**src/sv/periodic_task_timer_table_macros.svh**
```systemverilog
// Assertion macros for the periodic task timer table.
// Used by the top level only; no other dependencies.
`ifndef PERIODIC_TASK_TIMER_TABLE_MACROS_SVH
`define PERIODIC_TASK_TIMER_TABLE_MACROS_SVH
`ifndef SYNTH
`define PTT_ASSERT_IMP(label, clk, rst, ante, cons) \
   label: assert property (@(posedge clk) disable iff (rst) (ante) |-> (cons)) \
      else $error("assertion failed");
`define PTT_ASSERT_NXT(label, clk, rst, ante, cons) \
   label: assert property (@(posedge clk) disable iff (rst) (ante) |=> (cons)) \
      else $error("assertion failed");
`else
`define PTT_ASSERT_IMP(label, clk, rst, ante, cons)
`define PTT_ASSERT_NXT(label, clk, rst, ante, cons)
`endif
`endif

```
**src/sv/ptt_pkg.sv**
```systemverilog
// Shared types and codes for the periodic task timer table.
// No dependencies.
`default_nettype none
package ptt_pkg;
   localparam int SLOTS_DEF = 16;
   localparam logic [31:0] ALL_ONES = 32'hFFFF_FFFF;
   localparam logic [31:0] MIN_IVL_RESET = 32'd10;

   localparam logic [2:0] OP_ADD  = 3'd0;
   localparam logic [2:0] OP_DEL  = 3'd1;
   localparam logic [2:0] OP_SUSP = 3'd2;
   localparam logic [2:0] OP_RES  = 3'd3;
   localparam logic [2:0] OP_TICK = 3'd4;

   localparam logic [2:0] KIND_ADDED  = 3'd0;
   localparam logic [2:0] KIND_FIRED  = 3'd1;
   localparam logic [2:0] KIND_TICK   = 3'd2;
   localparam logic [2:0] KIND_OPDONE = 3'd3;
   localparam logic [2:0] KIND_FULL   = 3'd4;

   typedef struct packed {
      logic        valid;
      logic        fired;
      logic        susp;
      logic [31:0] id;
      logic [31:0] ivl;
      logic [31:0] exp;
      logic [31:0] rem;
   } slot_type;
endpackage
`default_nettype wire

```
**src/sv/periodic_task_timer_table.sv**
```systemverilog
// Periodic task timer table: SLOTS timer slots held in a rotating row of cells.
// Add, delete, suspend, resume and tick take one full rotation of the row, then a
// response step; a tick that fires entries adds a rotation and a fire step for
// each fired entry, since each fired id is picked by a further rotation that
// finds the largest remaining id. Every slot passes the single processing point at
// the head cell once per rotation. Opcodes 5 to 7 skip the rotation and answer with
// a response only. The fire and response steps wait while the output is stalled.
// Depends on ptt_pkg, ptt_cell and periodic_task_timer_table_macros.svh.
`default_nettype none
`include "periodic_task_timer_table_macros.svh"
module periodic_task_timer_table #(
   parameter int SLOTS = ptt_pkg::SLOTS_DEF
) (
   input  wire logic         clock,
   input  wire logic         reset,
   input  wire logic         req_tvalid,
   output logic              req_tready,
   // [31:0] entry_id, [63:32] interval, [95:64] repeat_count,
   // [96] start_suspended, [128:97] now, [135:129] zero
   input  wire logic [135:0] req_tdata,
   // [2:0] opcode
   input  wire logic [2:0]   req_tuser,
   output logic              rsp_tvalid,
   input  wire logic         rsp_tready,
   // [31:0] result_id, [63:32] wait_time
   output logic [63:0]       rsp_tdata,
   // [2:0] kind
   output logic [2:0]        rsp_tuser,
   output logic              rsp_tlast,
   input  wire logic         csr_valid,
   output logic              csr_ready,
   input  wire logic [31:0]  csr_data
);
   import ptt_pkg::*;

   localparam int IW = (SLOTS > 1) ? $clog2(SLOTS) : 1;
   localparam int CW = $clog2(SLOTS + 1);
   localparam logic [IW-1:0] LAST_STEP = IW'(SLOTS - 1);

   typedef enum logic [2:0] {ST_IDLE, ST_SCAN, ST_SORT, ST_FIRE, ST_RESP} state_type;

   state_type     state_ff;
   logic [IW-1:0] step_ff;
   logic [2:0]    op_ff;
   logic [31:0]   eid_ff, ivl_ff, rep_ff, now_ff, minexp_ff, min_ivl_ff, last_id_ff;
   logic          susp_ff, found_ff, best_ff, clr_ff;
   logic [CW-1:0] nf_ff;
   logic [31:0]   best_id_ff;
   logic [IW-1:0] best_idx_ff, clr_idx_ff;
   logic [2:0]    res_kind_ff;
   logic [31:0]   res_id_ff;
   logic          rsp_valid_ff, rsp_last_ff;
   logic [2:0]    rsp_kind_ff;
   logic [31:0]   rsp_id_ff, rsp_wait_ff;

   slot_type cell_q [SLOTS];
   slot_type cell_d [SLOTS];
   slot_type head, proc;
   logic     shift, due, match, sort_fired, proc_hit, min_take, sort_take, out_free;
   logic     rsp_load;
   logic [31:0] eff_min;
   logic [CW-1:0] nf_in;

   assign shift = (state_ff == ST_SCAN) || (state_ff == ST_SORT);
   assign head  = cell_q[0];

   genvar g;
   generate
      for (g = 0; g < SLOTS; g++) begin : g_cell
         if (g == SLOTS - 1) begin : g_tail
            assign cell_d[g] = proc;
         end else begin : g_mid
            assign cell_d[g] = cell_q[g+1];
         end
         ptt_cell u_cell (
            .clock (clock),
            .reset (reset),
            .shift (shift),
            .d     (cell_d[g]),
            .q     (cell_q[g])
         );
      end
   endgenerate

   always_comb begin
      proc       = head;
      proc_hit   = 1'b0;
      due        = head.valid && !head.susp && (now_ff >= head.exp);
      match      = head.valid && (head.id == eid_ff) && !found_ff;
      sort_fired = head.fired && !(clr_ff && (step_ff == clr_idx_ff));
      case (op_ff)
         OP_ADD: begin
            if (!head.valid && !found_ff) begin
               proc_hit   = 1'b1;
               proc.valid = 1'b1;
               proc.fired = 1'b0;
               proc.id    = last_id_ff + 32'd1;
               proc.ivl   = ivl_ff;
               proc.exp   = now_ff + ivl_ff;
               proc.rem   = rep_ff;
               proc.susp  = susp_ff;
            end
         end
         OP_DEL: begin
            if (match) begin
               proc_hit   = 1'b1;
               proc.valid = 1'b0;
            end
         end
         OP_SUSP: begin
            if (match) begin
               proc_hit  = 1'b1;
               proc.susp = 1'b1;
            end
         end
         OP_RES: begin
            if (match) begin
               proc_hit  = 1'b1;
               proc.susp = 1'b0;
               proc.exp  = now_ff + head.ivl;
            end
         end
         OP_TICK: begin
            if (state_ff == ST_SCAN) begin
               proc.fired = due;
               if (due) begin
                  proc.exp = now_ff + head.ivl;
                  if (head.rem != 32'd0) begin
                     proc.rem = head.rem - 32'd1;
                  end
               end
               if (head.valid && (proc.rem == 32'd0)) begin
                  proc.valid = 1'b0;
               end
            end else begin
               proc.fired = sort_fired;
            end
         end
         default: begin
         end
      endcase
      min_take  = (op_ff == OP_TICK) && head.valid && !head.susp && (proc.exp < minexp_ff);
      sort_take = sort_fired && (!best_ff || (head.id > best_id_ff));
   end

   assign out_free   = !rsp_valid_ff || rsp_tready;
   assign rsp_load   = ((state_ff == ST_FIRE) || (state_ff == ST_RESP)) && out_free;
   assign req_tready = (state_ff == ST_IDLE);
   assign csr_ready  = (state_ff == ST_IDLE);
   assign eff_min    = (csr_valid && csr_ready) ? csr_data : min_ivl_ff;
   assign nf_in      = nf_ff + CW'(due);

   always_ff @(posedge clock) begin
      if (reset) begin
         rsp_valid_ff <= 1'b0;
      end else if (rsp_load) begin
         rsp_valid_ff <= 1'b1;
      end else if (rsp_tready) begin
         rsp_valid_ff <= 1'b0;
      end
   end

   always_ff @(posedge clock) begin
      if (reset) begin
         state_ff     <= ST_IDLE;
         last_id_ff   <= 32'd0;
         min_ivl_ff   <= MIN_IVL_RESET;
         step_ff      <= '0;
         found_ff     <= 1'b0;
         best_ff      <= 1'b0;
         clr_ff       <= 1'b0;
         nf_ff        <= '0;
      end else begin
         case (state_ff)
            ST_IDLE: begin
               if (csr_valid) begin
                  min_ivl_ff <= csr_data;
               end
               if (req_tvalid) begin
                  op_ff     <= req_tuser;
                  eid_ff    <= req_tdata[31:0];
                  ivl_ff    <= (req_tdata[63:32] < eff_min) ? eff_min : req_tdata[63:32];
                  rep_ff    <= req_tdata[95:64];
                  susp_ff   <= req_tdata[96];
                  now_ff    <= req_tdata[128:97];
                  minexp_ff <= ALL_ONES;
                  found_ff  <= 1'b0;
                  best_ff   <= 1'b0;
                  clr_ff    <= 1'b0;
                  nf_ff     <= '0;
                  step_ff   <= '0;
                  if (req_tuser > OP_TICK) begin
                     res_kind_ff <= KIND_OPDONE;
                     res_id_ff   <= 32'd0;
                     state_ff    <= ST_RESP;
                  end else begin
                     state_ff <= ST_SCAN;
                  end
               end
            end
            ST_SCAN: begin
               step_ff <= (step_ff == LAST_STEP) ? '0 : step_ff + IW'(1);
               if (proc_hit) begin
                  found_ff <= 1'b1;
               end
               if (min_take) begin
                  minexp_ff <= proc.exp;
               end
               if (op_ff == OP_TICK) begin
                  nf_ff <= nf_in;
               end
               if (step_ff == LAST_STEP) begin
                  case (op_ff)
                     OP_ADD: begin
                        state_ff <= ST_RESP;
                        if (found_ff || proc_hit) begin
                           res_kind_ff <= KIND_ADDED;
                           res_id_ff   <= last_id_ff + 32'd1;
                           last_id_ff  <= last_id_ff + 32'd1;
                        end else begin
                           res_kind_ff <= KIND_FULL;
                           res_id_ff   <= 32'd0;
                        end
                     end
                     OP_TICK: begin
                        res_kind_ff <= KIND_TICK;
                        res_id_ff   <= 32'd0;
                        state_ff    <= (nf_in != '0) ? ST_SORT : ST_RESP;
                     end
                     default: begin
                        res_kind_ff <= KIND_OPDONE;
                        res_id_ff   <= 32'd0;
                        state_ff    <= ST_RESP;
                     end
                  endcase
               end
            end
            ST_SORT: begin
               step_ff <= (step_ff == LAST_STEP) ? '0 : step_ff + IW'(1);
               if (sort_take) begin
                  best_ff     <= 1'b1;
                  best_id_ff  <= head.id;
                  best_idx_ff <= step_ff;
               end
               if (step_ff == LAST_STEP) begin
                  state_ff <= ST_FIRE;
               end
            end
            ST_FIRE: begin
               if (out_free) begin
                  rsp_kind_ff  <= KIND_FIRED;
                  rsp_id_ff    <= best_id_ff;
                  rsp_wait_ff  <= 32'd0;
                  rsp_last_ff  <= 1'b0;
                  nf_ff        <= nf_ff - CW'(1);
                  clr_ff       <= 1'b1;
                  clr_idx_ff   <= best_idx_ff;
                  best_ff      <= 1'b0;
                  state_ff     <= (nf_ff == CW'(1)) ? ST_RESP : ST_SORT;
               end
            end
            ST_RESP: begin
               if (out_free) begin
                  rsp_kind_ff  <= res_kind_ff;
                  rsp_id_ff    <= res_id_ff;
                  rsp_wait_ff  <= ((res_kind_ff == KIND_TICK) && (minexp_ff > now_ff)) ?
                                  (minexp_ff - now_ff) : 32'd0;
                  rsp_last_ff  <= 1'b1;
                  state_ff     <= ST_IDLE;
               end
            end
            default: begin
               state_ff <= ST_IDLE;
            end
         endcase
      end
   end

   assign rsp_tvalid = rsp_valid_ff;
   assign rsp_tdata  = {rsp_wait_ff, rsp_id_ff};
   assign rsp_tuser  = rsp_kind_ff;
   assign rsp_tlast  = rsp_last_ff;

   `PTT_ASSERT_NXT(a_accept_leaves_idle, clock, reset, req_tvalid && req_tready, !req_tready)
   `PTT_ASSERT_IMP(a_fired_not_last, clock, reset,
      rsp_tvalid && (rsp_tuser == KIND_FIRED), !rsp_tlast)
   `PTT_ASSERT_IMP(a_sort_has_work, clock, reset, state_ff == ST_SORT, nf_ff != '0)
endmodule
`default_nettype wire

```
**src/sv/ptt_cell.sv**
```systemverilog
// One timer slot of the rotating row of cells.
// Depends on ptt_pkg.
`default_nettype none
module ptt_cell (
   input  wire logic              clock,
   input  wire logic              reset,
   input  wire logic              shift,
   input  wire ptt_pkg::slot_type d,
   output ptt_pkg::slot_type      q
);
   import ptt_pkg::*;

   logic     valid_ff;
   logic     fired_ff;
   slot_type data_ff;

   always_ff @(posedge clock) begin
      if (reset) begin
         valid_ff <= 1'b0;
         fired_ff <= 1'b0;
      end else if (shift) begin
         valid_ff <= d.valid;
         fired_ff <= d.fired;
      end
   end

   always_ff @(posedge clock) begin
      if (shift) begin
         data_ff <= d;
      end
   end

   always_comb begin
      q       = data_ff;
      q.valid = valid_ff;
      q.fired = fired_ff;
   end
endmodule
`default_nettype wire

```
**config.mk**
```make
export PLATFORM = sky130hd
export DESIGN_NAME = periodic_task_timer_table
export DESIGN_NICKNAME = d
export VERILOG_FILES = /design/src/sv/ptt_pkg.sv /design/src/sv/periodic_task_timer_table.sv /design/src/sv/ptt_cell.sv
export VERILOG_INCLUDE_DIRS = /design/src /design/src/sv
export SDC_FILE = /design/constraint.sdc
export NUM_CORES = 2
export LEC_CHECK = 0
export BUFFER_PORTS_ARGS = -buffer_cell sky130_fd_sc_hd__buf_4
export CAP_MARGIN = 10
export CORE_ASPECT_RATIO = 0.75
export CORE_MARGIN = 4
export CORE_UTILIZATION = 45
export CTS_CLUSTER_DIAMETER = 80
export CTS_CLUSTER_SIZE = 25
export DETAILED_ROUTE_END_ITERATION = 16
export MAX_ROUTING_LAYER = met4
export SLEW_MARGIN = 10
export SYNTH_ARGS = -nofsm -noshare
export SYNTH_HDL_FRONTEND = slang
export SYNTH_SLANG_ARGS = --single-unit
```
**constraint.sdc**
```tcl
create_clock -name clock -period 168.7 [get_ports clock]
set_clock_uncertainty 0.05 [all_clocks]
set_input_delay 16.87 -clock clock [delete_from_list [all_inputs] [get_ports clock]]
set_output_delay 16.87 -clock clock [all_outputs]
set_load 0.03 [all_outputs]
```
==> metrics.md <==
| Metric | Value |
|---|---|
| Status | finished clean |
| CTS clk-pin slew, worst paths | approximately 0.10 ns |
| Synth Cell Area | about 89000 um2 |
| DR vias | a little over 40000 |
| Fmax | around 48 MHz |
| IO Port Bufs | about 240 |
| Routed Wire Length | 168000 um |
| Ys async rst share | 0% |
| Critical path capture point type | register |
| Mapped Cells | 4939 |
| Num ports | 247 |
| Slew headroom | between 10% and 20% |
| Vias/cell | between 5 and 6 |
| Initial Utilization | a little under half |
| Setup ws final | approximately 150 ns |
| Final hold violation count | 0 |
| Hold_ws | around 0.33 ns |
| # fillers | 16000 |
| Die height | between 300 and 400 um |
| WL/cell | about 21 um |
| DRC violations left | 0 |
| RSZ-0062 raised after global routing | no |
| Post-synthesis cell type count | 94 |
| Post-layout minimum cycle time | around 21 ns |
| Clk buf depth | 3 |
| Post_cts resized | 0 |
| Syn. warnings | 0 |
| Vias in the first global route | 38900 |
| Global route overflow | 0 |
| Slew @ Worst Pin | 1.20 ns |
| DIE WIDTH | ~520 um |
| Setup_tns | 0 ns |
| Largest net degree at the start of global routing | 203 |
| CTS tree | built |
| Crit path DAT | 21.59 ns |
| Met1 Resource Use GR | between 20% and 30% |
| First-pass DRT Iterations | 7 |
| Root Driver | clkbuf_16 |
| Worst hold path type | register to register |
| Met2 Use GR | about a quarter |
| Post-DP HPWL | about 110000 um |
| Layout cells sized above 1 | 9.76% |
| Crit-path max FO | 32 |
| Area delta synth->final | 9.86% |
| Critical Path RT | approximately 170 ns |
| Gr busiest metal | met1 |
| CTS Sinks | between 2000 and 2500 |
| Post-Syn Nets | ~5300 |
| Max Slew Vio Count | 0 |
| Number of synthesized flops with an enable pin | roughly 2400 |
| Place WS | 146.51 ns |
| CTS H-tree depth | 3 |
| LEAKAGE | between 30 and 40 nW |
| Max rail drop VDD | a little under 0.01 mV |
| Crit start category | input pin |
| DRT iter0 DRCs | 4110 |
| Yosys reg bits | 2483 |
| Top FF cell, synth | edfxtp_1 |
| Register area share after synthesis | between 80% and 90% |
| Pwr Total | approximately 1.1 mW |
| Die area | about 200000 um2 |
| Post-layout util | between 40% and 50% |
| Mean area per synthesized cell | roughly 18 um2 |
| Total track usage | about 17% |
| Fin nets | around 5700 |
| Power density over the cells | between 10 and 15 nW/um2 |
| CTS Hold Bufs | 0 |
| First-pass GRT wire length | 247000 um |
| Period utilization | about 12% |
| Crit Path Class | input pin to register |
| Routing usage on met3 | around 1.9% |
| Routed Antenna Nets | 0 |
| Setup Fix Bufs, Post-CTS | 0 |
| Final setup fails | 0 |
| GPL Wtd Cong | approximately 0.86 |
| Num CTS Buffers | between 100 and 150 |
| Max Cap Viol | 0 |
| Row cnt | 140 |
| Core area | between 150000 and 200000 um2 |
| Initial antenna violation count | 10 |
| Insertion delay to the later sink of the worst-skew pair | approximately 0.81 ns |
stage by stage:
stage                     std cells  area [um2]
final                          7954       97600
after detailed placement       7753       94100
after CTS                      7944       97600
after global routing           7945       97600
after global placement         7753       94100
after floorplan                4939       88900
area by class of cell:
type	instances	area [um2]	area share [%]
clock buffers	167	3130	3.20
repair buffers	301	2320	2.38
multi-input cells	2139	14300	14.6
flip-flops and latches	2483	73400	75.2
well taps	2627	3290	3.37
inverters	203	769	0.788
diodes	10	25.0	0.0256
clock inverters	24	373	0.382
synthesized netlist by cell type (5+ instances only):
| cell type | instances | area [um2] |
|---|---|---|
| o2111ai_1 | 6 | 52.6 |
| nand3b_1 | 6 | 45.0 |
| o21a_1 | 24 | 180 |
| nor2b_1 | 28 | 175 |
| nand3_1 | 65 | 325 |
| and3_1 | 25 | 156 |
| nand2b_1 | 44 | 275 |
| and2_1 | 6 | 37.5 |
| o22a_1 | 10 | 87.6 |
| o21bai_1 | 10 | 75.1 |
| or4_1 | 8 | 60.1 |
| a221oi_1 | 5 | 43.8 |
| buf_4 | 5 | 37.5 |
| or3_1 | 21 | 131 |
| edfxtp_1 | 2371 | 71200 |
| dfxtp_1 | 112 | 2240 |
| or2_2 | 28 | 175 |
| nor3b_1 | 8 | 60.1 |
| clkbuf_1 | 88 | 330 |
| a22oi_1 | 24 | 180 |
| nand4_1 | 43 | 269 |
| mux2i_1 | 73 | 731 |
| nor4_1 | 20 | 125 |
| a211o_1 | 9 | 78.8 |
| o21ai_1 | 5 | 25.0 |
| xnor2_1 | 73 | 639 |
| buf_2 | 10 | 50.1 |
| ha_1 | 228 | 2850 |
| inv_1 | 201 | 754 |
| a21oi_1 | 193 | 966 |
| o31ai_1 | 9 | 67.6 |
| nor2_1 | 223 | 837 |
| a31oi_1 | 24 | 150 |
| buf_1 | 9 | 33.8 |
| o211ai_1 | 19 | 143 |
| a21boi_0 | 10 | 75.1 |
| a221o_1 | 13 | 130 |
| a211oi_1 | 17 | 128 |
| o22ai_1 | 12 | 75.1 |
| nor3_1 | 50 | 250 |
| o21ai_0 | 183 | 916 |
| a21o_1 | 63 | 473 |
| xor2_1 | 92 | 806 |
| nand2_1 | 361 | 1360 |
power breakdown:
group | total [mW] | switching [mW] | internal, mW
logic | 0.0726 | 0.0511 | 0.0215
registers | 0.736 | 0.0137 | 0.723
clock network | 0.317 | 0.184 | 0.133
total | 1.13 | 0.249 | 0.877
sequential cells by signal, indices dropped and copies added, names as in the netlist, 5 cells and up:
name / flops
rep_ff: 32
last_id_ff: 32
rsp_wait_ff: 32
rsp_id_ff: 32
now_ff: 32
res_id_ff: 32
g_cell.u_cell.q: 2064
minexp_ff: 32
ivl_ff: 32
nf_ff: 5
eid_ff: 32
min_ivl_ff: 32
g_cell.u_cell.valid_ff: 16
g_cell.u_cell.fired_ff: 16
best_id_ff: 32
cell families (layout without fill, tap and decap cells):
kind of cell	after synthesis	in the layout	share of synthesized area, %
fa+ha+maj	231	231	3.28
flops	2483	2483	82.6
other cells	0	10	0
buf+inv	317	695	1.39
xor+xnor	165	165	1.63
simple gates	965	965	5.17
mux	76	76	0.860
compound gates	702	702	5.05
per-layer routing:
layer  wire length, um  vias to the layer above
met5                 0                        -
met4              4700                        0
met3              5880                      228
met2             73100                      731
met1             84200                    20700
li1                  -                    19400
path summary, 6_finish.rpt:
check | startpoint | endpoint | slack (ns) | cells after the start
setup / recovery | csr_valid | ivl_ff[8] | 147.65 | 15
hold / removal | g_cell[10].u_cell.q[35] | g_cell[9].u_cell.q[35] | 0.33 | 0
setup reg to reg | now_ff[7] | minexp_ff[0] | 160.77 | 23
hold reg to reg | g_cell[10].u_cell.q[35] | g_cell[9].u_cell.q[35] | 0.33 | 0
layout by cell type, fill, tap and decap left out, drive strengths merged, types with 10 or more instances in the layout:
cell / count
clkbuf: 167
a31oi: 24
o211ai: 19
dfxtp: 112
nor2: 224
nand4: 43
inv: 211
nand2: 361
and3: 25
o22ai: 12
clkinv: 16
a21boi: 10
xor2: 92
mux2i: 73
or4: 11
nor2b: 28
ha: 228
nand2b: 44
nor3: 54
nor4: 24
edfxtp: 2371
a21oi: 194
xnor2: 73
o21a: 24
a211oi: 21
a21o: 63
o21ai: 190
a221o: 13
a22oi: 24
nand3: 66
buf: 301
diode: 10
o22a: 10
or2: 32
o21bai: 10
or3: 21
worst max-delay path, stage by stage:
cell,delay [ns]
buf_4,0.11
nor4b_4,0.18
buf_4,0.66
mux2i_1,0.25
ha_1,0.36
nand4_1,0.16
nor2_1,0.18
nand2_1,0.07
o221ai_1,0.36
buf_4,0.25
a31oi_1,0.10
a21oi_1,0.61
a211o_2,0.47
buf_4,0.57
mux2i_1,0.33
Power figures use the tool's default switching activity.
